**src/rtl/rlim_pkg.sv**
```systemverilog
`default_nettype none

package rlim_pkg;

    // Table geometry.
    localparam int TableEntries = 64;
    localparam int IdxW = (TableEntries > 1) ? $clog2(TableEntries) : 1;
    localparam logic [IdxW-1:0] LastIdx = IdxW'(TableEntries - 1);

    // Field widths and limits.
    localparam int CfgW = 16;
    localparam int CountW = 17;
    localparam int RemovedW = 7;
    localparam logic [CountW-1:0] CountMax = '1;
    localparam logic [RemovedW-1:0] RemovedMax = '1;

    // Configuration register indexes.
    typedef enum logic [0:0] {
        CFG_MAX_CONNECTIONS = 1'b0,
        CFG_WINDOW_SECONDS  = 1'b1
    } t_cfg_idx;

    // One input beat.
    typedef struct packed {
        logic        mode;
        logic [31:0] source_address;
        logic [31:0] now_seconds;
    } t_in_item;

    // One result beat.
    typedef struct packed {
        logic                rejected;
        logic                untracked;
        logic [RemovedW-1:0] removed_entries;
    } t_out_item;

    // One table entry as kept in memory.
    typedef struct packed {
        logic [31:0]       key;
        logic [CountW-1:0] count;
        logic [31:0]       start;
    } t_entry;

    // Status from the shared compare unit.
    typedef struct packed {
        logic expired;
        logic key_eq;
    } t_cmp_res;

    // Sequencer states.
    typedef enum logic [1:0] {
        S_IDLE      = 2'd0,
        S_SWEEP_CHK = 2'd1,
        S_SCAN      = 2'd2,
        S_UPDATE    = 2'd3
    } t_state;

endpackage

`default_nettype wire

```
**src/rtl/rlim_cmp.sv**
```systemverilog
`default_nettype none

module rlim_cmp
    import rlim_pkg::*;
(
    input  wire logic [31:0]     i_now,
    input  wire logic [31:0]     i_start_time,
    input  wire logic [CfgW-1:0] i_window,
    input  wire logic [31:0]     i_key,
    input  wire logic [31:0]     i_addr,
    output t_cmp_res             o_res
);

    logic [31:0] age;

    // Age of a window modulo 2^32, and the expiry compare against the window length.
    assign age = i_now - i_start_time;
    assign o_res.expired = age > {16'd0, i_window};

    // Key match for the lookup.
    assign o_res.key_eq = i_key == i_addr;

endmodule

`default_nettype wire

```
**config.mk**
```make
export PLATFORM = sky130hd
export DESIGN_NAME = rlim_cmp
export DESIGN_NICKNAME = d
export VERILOG_FILES = /design/src/rtl/rlim_pkg.sv /design/src/rtl/rlim_cmp.sv
export SDC_FILE = /design/constraint.sdc
export NUM_CORES = 1
export LEC_CHECK = 0
export BUFFER_PORTS_ARGS = -buffer_cell sky130_fd_sc_hd__buf_2
export CAP_MARGIN = 20
export CORE_MARGIN = 1.5
export CORE_UTILIZATION = 48
export DETAILED_ROUTE_END_ITERATION = 6
export GPL_ROUTABILITY_DRIVEN = 0
export PLACE_DENSITY_LB_ADDON = 0.12
export RECOVER_POWER = 50
export SLEW_MARGIN = 0
export SYNTH_ARGS = -nofsm -noshare
export SYNTH_HDL_FRONTEND = slang
export SYNTH_SLANG_ARGS = --single-unit
```
**constraint.sdc**
```tcl
create_clock -name vclk -period 6.1
set_input_delay 0.305 -clock vclk [all_inputs]
set_output_delay 0.305 -clock vclk [all_outputs]
set_load 0.01 [all_outputs]
```
# Word-level counts from Yosys, hierarchy flattened

Cells that the tools add are included.

$add $sub $neg: 1
Multipliers: 0
Div/mod/pow operators: 0
Order comparisons: 1
Equality and inequality tests: 1
Shifts and indexed selects: 0
Muxes and demuxes: 0
Bitwise operators: 0
Reduce and logical (&&, ||, !) cells: 0

Operators by type and width:

| cell                                     | number |
|---|---|
| equality test 32 bit                     | 1 |
| greater-than comparator 32 x 16 -> 1 bit | 1 |
| subtractor 32 bit                        | 1 |

Register bits: 0
Latch bits: 0
RAM bits: 0
Memory bits (read-only): 0
Bits of input ports: 144
Word-level logic and storage cells: 3
Memories: 0

# Depth between registers and ports, before layout

Gate-level depths: netlist of the first run.

Depth in word-level cells: 2
Depth in mapped cells: 19
Depth with buffers taken out: 19

# Worst setup path before layout of the first run

Ideal clock, no wire load.

Kind: input port to output port
Start: in i_now[0]
End: out o_res[1] in the netlist's numbering
Arrival time: 4312 ps
Slack: 1483 ps
Stages: 19
Path buffers: 0
Cell sequence: inv_1 ha_1 fa_1 and2b_1 o31ai_1 and2_2 o21ai_0 a31oi_1 xnor2_1 ha_1 nand4_1 nor3_1 a21boi_1 a2111oi_0 o21ai_0 a211oi_2 nand4_1 or4_1 or4_1

RTL lines:

| what               | line           | source |
|---|---|---|
| start: declaration | rlim_cmp.sv:6  | `input wire logic [31:0] i_now,` |
| end: declaration   | rlim_cmp.sv:11 | `output t_cmp_res o_res` |

==> results of run 1 <==
==> layout by cell type (no fill, tap or decap), types with 13 or more instances in the layout <==
cell	synthesis	routed
sky130_fd_sc_hd__buf_2	1	145
sky130_fd_sc_hd__inv_1	53	53
sky130_fd_sc_hd__ha_1	47	47
sky130_fd_sc_hd__xor2_1	39	39
sky130_fd_sc_hd__a21oi_1	37	37
sky130_fd_sc_hd__nand2_1	29	29
sky130_fd_sc_hd__nor2_1	23	23
sky130_fd_sc_hd__o21ai_0	21	21
sky130_fd_sc_hd__xnor2_1	20	20
sky130_fd_sc_hd__nand4_1	13	13
==> final cells by class <==
type | count | area (µm²)
Fill cell | 507 | 1770
Timing Repair Buffer | 146 | 729.5
Inverter | 53 | 198.9
Multi-Input combinational cell | 329 | 2419
Tap cell | 70 | 87.58
==> power breakdown <==
part	leakage, nW	switching [W]	total [W]	internal [W]
registers	0	0	0	0
clock network	0	0	0	0
logic	1.85	0.000175	0.000328	0.000152
==> metal layers <==
metal  vias to the layer above  part of all wire [%]  global-route usage (%)
met5                         -                     0                       0
met4                         0                   2.8                   6.182
met2                       130                    50                   45.00
li1                       1670                     -                       -
met3                        16                   6.1                   1.548
met1                      1427                    41                   29.83
==> stage by stage <==
step                hold WS [ns]  util, %  cells  area, µm²  setup WS [ns]
finish                     1.097    65.99    598       3435         0.8334
global route               1.152    65.99    598       3435         0.4780
CTS                        1.112    66.01    598       3436         0.8595
detailed placement         1.105    66.01    598       3436         0.8912
global placement           1.111    66.01    598       3436         0.9990
floorplan                 0.8813        -    390       2649          1.483
==> worst min path at each step <==
stage | from | cells after the start | endpoint | slack [ns]
after global placement | i_addr[23] | 6 | o_res[0] | 1.11
after global routing | i_addr[22] | 6 | o_res[0] | 1.15
after detailed placement | i_addr[20] | 6 | o_res[0] | 1.10
after CTS | i_addr[20] | 6 | o_res[0] | 1.11
final | i_addr[20] | 6 | o_res[0] | 1.10
after floorplan | i_key[20] | 4 | o_res[0] | 0.88
==> cell families (layout without fill, tap and decap cells) <==
group / count (synthesis) / after routing / synth area share, %
muxes: 2 / 2 / 0.8030
buffers and inverters: 61 / 199 / 8.692
adders and majority gates: 48 / 48 / 22.96
xor gates and xnor gates: 59 / 59 / 19.51
and+or+nand+nor: 111 / 111 / 21.78
AOI/OAI and AO/OA: 109 / 109 / 26.26
==> out/results.txt, run 1 <==
The tools report the top achievable clock speed as 189.9 MHz. Number of detailed-routing iterations run before antenna repair: 4. The repair_antennas step left the layout with diodes totalling 0.

Yosys attributes the largest share of cell area to sky130_fd_sc_hd__ha_1 22%, sky130_fd_sc_hd__xor2_1 13%, sky130_fd_sc_hd__inv_1 7.5%, sky130_fd_sc_hd__a21oi_1 7.0%, sky130_fd_sc_hd__xnor2_1 6.6%. Die area: 5973 µm². In the final routed layout, each cell accounts on average for 12.27 µm. The critical path goes through buf_2 > inv_1 > ha_1 > fa_1 > and2b_1 > o31ai_1 > and2_2 > o21ai_0 > a31oi_1 > xnor2_1 > ha_1 > nand4_1 > nor3_1 > a21boi_1 > a2111oi_0 > o21ai_0 > a211oi_2 > nand4_1 > or4_1 > or4_1 > buf_2. The DRC violation count after routing came out at 0. The initialized floorplan defines 26 standard-cell rows.

The fraction of layout instances using a drive strength above 1 works out to 29.17%. The slew at the pin closest to its max-slew limit came out at 0.5516 ns. sky130_fd_sc_hd__ha_1 takes more of the synthesized area than any other cell. The count of boundary I/O pins came out at 146. The detailed router finished its first iteration with 167 violations.

The total power after layout was 0.0003276 W; the maximum cell stage delay along the critical path was 0.52 ns. The endpoint type of the worst setup path is an output port. Setup repair after global routing left no endpoint under its margin. The critical path ends at o_res[1]. Cell with the most instances after synthesis: sky130_fd_sc_hd__inv_1.

The post-CTS repair timing setup buffer count was 0. Broken down by cell family, the worst path's largest delay share belongs to simple AND/OR/NAND/NOR gates. The die outline height is 77.29 µm, and the pin count of the biggest net entering global routing is 11. From left edge to right edge, the die measures 77.29 µm. The first global-routing pass estimated 12.44 mm of wire.

The tools report the global-route total usage across every layer as 24.22%. The tools report the setup violation total in the final timing report as 0. The post-route setup TNS is 0 ns, and the max-capacitance violation count is 0.

The final wirelength was 7.338 mm; the number of standard cells after synthesis was 390. The total area inside the core boundary comes to 5205 µm². The share of the Yosys chip area taken by registers is 0%. The relative area change from synthesis to final layout was 29.66%; the number of gates given a new drive strength after cts was 0. The final sequential cell count came out at 0.

The tools report the net count of the mapped netlist as 582. The critical path starts at i_now[0]. For the worst setup path, the data required time is 5.79 ns. The register area came out at 0 µm². In this run the worst hold path is classified as input pin to output port. The number of endpoints with negative hold slack in the final report is 0. The commonest cells after synthesis are 53 x sky130_fd_sc_hd__inv_1, 47 x sky130_fd_sc_hd__ha_1, 39 x sky130_fd_sc_hd__xor2_1, 37 x sky130_fd_sc_hd__a21oi_1, 29 x sky130_fd_sc_hd__nand2_1. For this run, the number of Yosys warnings is 0. STA classifies the critical path startpoint as an input pin. The clock tree buffer count of the final layout came out at 0. The number of buffers and inverters on the critical path is 3.

The mean instance size in the synthesized netlist was 6.792 µm²; the count of input and output buffers was 146. The final period demand of the worst path came out at 5.267 ns. Critical path class: input pin to output port. After global routing the overflow that remains totals 0. The HPWL after detailed placement is 6.514 mm.

For this design the ratio of total power to cell area is 95.37 nW/µm². The depth of the critical timing path with buffers and inverters included is 21, and the number of nets in the layout is 722. Initial antenna violation count: 0.

For this design, the slowest cell found on the critical path is sky130_fd_sc_hd__or4_1. For this configuration, the core starts out at a cell density of 50.89%. The share of synthesized area in the top cell type comes to 22.20%. The number of hold buffers added after CTS was 0.

The post-detailed-route via-to-cell ratio was 5.423; the endpoint arrival time on the critical path was 4.96 ns. Count of vias placed by the detailed router: 3243. The max-slew violation total from the final report was 0. The logs give 52 for the post-synthesis cell type count and 0 for the post-route antenna net violation count. The via count of the first global-routing pass is 2951.

The analysis attributes to cell leakage a power of 1.853 nW. The flow ran to the end, and the final reports show no timing, DRC or antenna violations. Of the available clock period, the critical path in the final layout requires 86.34%. Headroom to the max-slew limit came out at 62.89%.

Post-synthesis cell area: 2649 µm². The largest driver fanout on the critical path works out to 3. The worst vdd rail ir drop came out at 0.04528 mV.
(Power assumes the default switching activity.)
==> inputs of run 2 (changes only) <==
==> constraint.sdc (replaced) <==
create_clock -name vclk -period 6.1
set_input_delay 1.22 -clock vclk [all_inputs]
set_output_delay 1.22 -clock vclk [all_outputs]
set_load 0.01 [all_outputs]
==> out/results.txt, run 2 (synthesis results as in run 1) <==
The logs give 4.88 ns (-0.91 ns) for the data required time of the critical path and 62.83% (about the same) for the worst-case headroom to the max-slew limit. The wire length of the first global-routing pass is 13.43 mm (+8.0%). The top achievable clock speed is 156.3 MHz (-18%), and the count of filler cells inserted in the layout is 482 (-4.9%). The most frequent cell on the critical path was sky130_fd_sc_hd__nand4_1. The tools report the core region area as 5205 µm² (unchanged). Number of nets in the layout: 764 (+5.8%). The post-detailed-route via-to-cell ratio came out at 5.319 (-1.9%). The tools report the clock tree buffer count of the final layout as 0 (unchanged). Number of stages on the worst hold path: 6 (unchanged).

The via count of the first global-routing pass is 3299 (+12%). The total net switching power came out at 0.0001884 W (+7.6%). The total global routing overflow was 0 (unchanged); the max-capacitance violation count was 0 (unchanged). The relative area change from synthesis to final layout came out at 42.94%. For the combinational group share of total power, the log shows 100.0% (about the same).

The slew at the pin closest to its max-slew limit was 0.5525 ns (+0.0009077 ns). The run finished, with violations left. The register area is 0 µm² (unchanged), and the fraction of power spent switching nets is 50.64% (-2.8 points). The critical path in this run is classified as input pin to output port. The placed wire-length estimate after detailed placement was 7.254 mm (+11%). The width of the chip was 77.29 µm (unchanged); the count of input and output buffers was 146 (unchanged).

The number of violations reported at the end of detailed-routing iteration 0 is 124 (-26%). The tools report the final sequential cell count as 0 (unchanged). The checks that failed: negative setup slack.

The tools report the count of boundary I/O pins as 146 (unchanged). The post-detailed-route wirelength per cell works out to 12.60 µm (+2.7%). In this run the most critical hold path is launched from i_addr[23].

The tightest min-delay check is of the input pin to output port type. The proportion of power drawn by the clock network was 0% (unchanged); the share of power burned in registers was 0% (unchanged). The number of endpoints with negative hold slack in the final report is 0 (unchanged), and the die outline height is 77.29 µm (unchanged). Traced cell by cell, the critical path runs through buf_2 > inv_1 > ha_2 > fa_2 > and2b_1 > o31ai_2 > a2111o_1 > nand2_1 > xor2_1 > ha_1 > nand4_1 > nor3_2 > a21boi_1 > a2111oi_1 > o21ai_1 > a211oi_2 > nand4_1 > or4_1 > or4_4 > buf_6. The final worst setup slack was -0.2977 ns (-1.131 ns).

The pin count of the biggest net entering global routing was 11 (unchanged). The ratio of final minimum period to clock period is 104.9% (+19 points). For the post-route setup TNS, the log shows -0.2977 ns (-0.2977 ns). Area of combinational cells with multiple inputs: 2449 µm² (+1.2%). The power per cell area is 98.25 nW/µm² (+3.0%). The logs give 26.29% (+2.1 points) for the global-route total usage across every layer and 0 (unchanged) for the hold-fix buffer count after cts.

The final wirelength was 8.063 mm (+9.9%); the initial antenna violation count was 0 (unchanged). Count of vias placed by the detailed router: 3404 (+5.0%). The leakage power of the design came out at 2.057 nW (+11%). Setup repair after global routing could not meet its margin everywhere. The tools report the worst min-delay path endpoint as o_res[0]. The worst setup path is captured at an output port.

The run gives 0 (unchanged) as the post-route antenna net violation count. Worst vdd rail ir drop: 0.05049 mV (+12%). The cell type of the slowest stage on the worst timing path is sky130_fd_sc_hd__or4_1. The worst setup path is launched from an input pin. The fraction of layout instances using a drive strength above 1 is 35.61% (+6.4 points). The maximum cell stage delay along the critical path was 0.43 ns (-0.09 ns); the total power after layout was 0.0003720 W (+14%).

The placement row count was 26 (unchanged). In the layout the commonest cells are 144 x sky130_fd_sc_hd__buf_2, 53 x sky130_fd_sc_hd__inv_1, 46 x sky130_fd_sc_hd__ha_1. The run gives 1 (+1) as the setup violation total in the final timing report.

The final period demand of the worst path was 6.398 ns (+1.131 ns). Number of detailed-routing iterations run before antenna repair: 4 (unchanged). The internal cell power came out at 0.0001836 W (+20%). Starting utilization of the core area: 50.89% (unchanged). Largest driver fanout on the critical path: 3 (unchanged).

The DRC violation count after routing is 0 (unchanged). The run gives 0 (unchanged) as the max-slew violation total from the final report. For the endpoint arrival time on the critical path, the log shows 5.18 ns (+0.22 ns). The library cell used most frequently in the layout, excluding fill and tap cells, is sky130_fd_sc_hd__buf_2. The logs give 5973 µm² (unchanged) for the die area and 0 (unchanged) for the number of antenna diodes.
==> run 2: changes by cell type in the layout (fill, tap and decap cells not counted), moves of 2 or more <==
cell	previous run	this run
sky130_fd_sc_hd__buf_4	0	42
sky130_fd_sc_hd__a2111oi_0	2	0
sky130_fd_sc_hd__o21ai_0	21	19
sky130_fd_sc_hd__a2111oi_1	0	2
==> run 2: stage by stage <==
| stage | hold slack, ns | setup slack [ns] | instances | util [%] | cell area (µm²) |
|---|---|---|---|---|---|
| floorplan | 2.711 | 0.04976 | 390 | - | 2659 |
| global placement | 2.935 | -0.3905 | 639 | 72.12 | 3754 |
| detailed placement | 2.945 | -0.4639 | 639 | 72.12 | 3754 |
| CTS | 2.947 | -0.3605 | 640 | 72.74 | 3786 |
| global route | 2.982 | -0.5455 | 640 | 72.74 | 3786 |
| finish | 2.931 | -0.2977 | 640 | 72.74 | 3786 |
==> run 2: area by class of cell <==
cell class / instances / area share [%]
well taps: 70 / 2.313
multi-input cells: 329 / 64.67
repair buffers: 188 / 27.76
inverters: 53 / 5.254
==> run 2: layer usage <==
metal  vias to the layer above  GRT usage [%]  wire length (µm)
li1                       1754              -                 -
met1                      1522          29.62              3263
met2                       112          52.54              4234
met3                        16          1.429               376
met4                         0          6.545               188
met5                         -              0                 0
==> run 2: repair_timing <==
item | CTS | global route
pin swaps | 15 | 6
buffers inserted | 1 | 0
endpoints found under the setup margin | 1 | 1
resized for setup | 7 | 1
==> run 2: worst max path at each step <==
stage | end | startpoint | depth (start not counted) | slack, ns
finish | o_res[1] | i_now[0] | 20 | -0.30
global route | o_res[1] | i_now[0] | 20 | -0.55
CTS | o_res[1] | i_now[0] | 20 | -0.36
detailed placement | o_res[1] | i_now[0] | 20 | -0.46
global placement | o_res[1] | i_now[0] | 20 | -0.39
floorplan | o_res[1] | i_now[0] | 17 | 0.05
==> run 2: worst max-delay path: cells and delay by family <==
kind / cells / cell delay, ns
compound gates: 6 / 1.18
simple gates: 7 / 1.53
fa+ha+maj: 3 / 0.82
buf+inv: 3 / 0.24
xor+xnor: 1 / 0.17
==> run 2: power by group through the flow <==
| stage | registers, W | clock network (W) | logic [W] |
|---|---|---|---|
| 2_1_floorplan | 0 | 0 | 0.000228 |
| 3_5_place_dp | 0 | 0 | 0.000362 |
| 4_1_cts | 0 | 0 | 0.000369 |
| 3_3_place_gp | 0 | 0 | 0.000353 |
| 5_1_grt | 0 | 0 | 0.000415 |
| 6_report | 0 | 0 | 0.000372 |
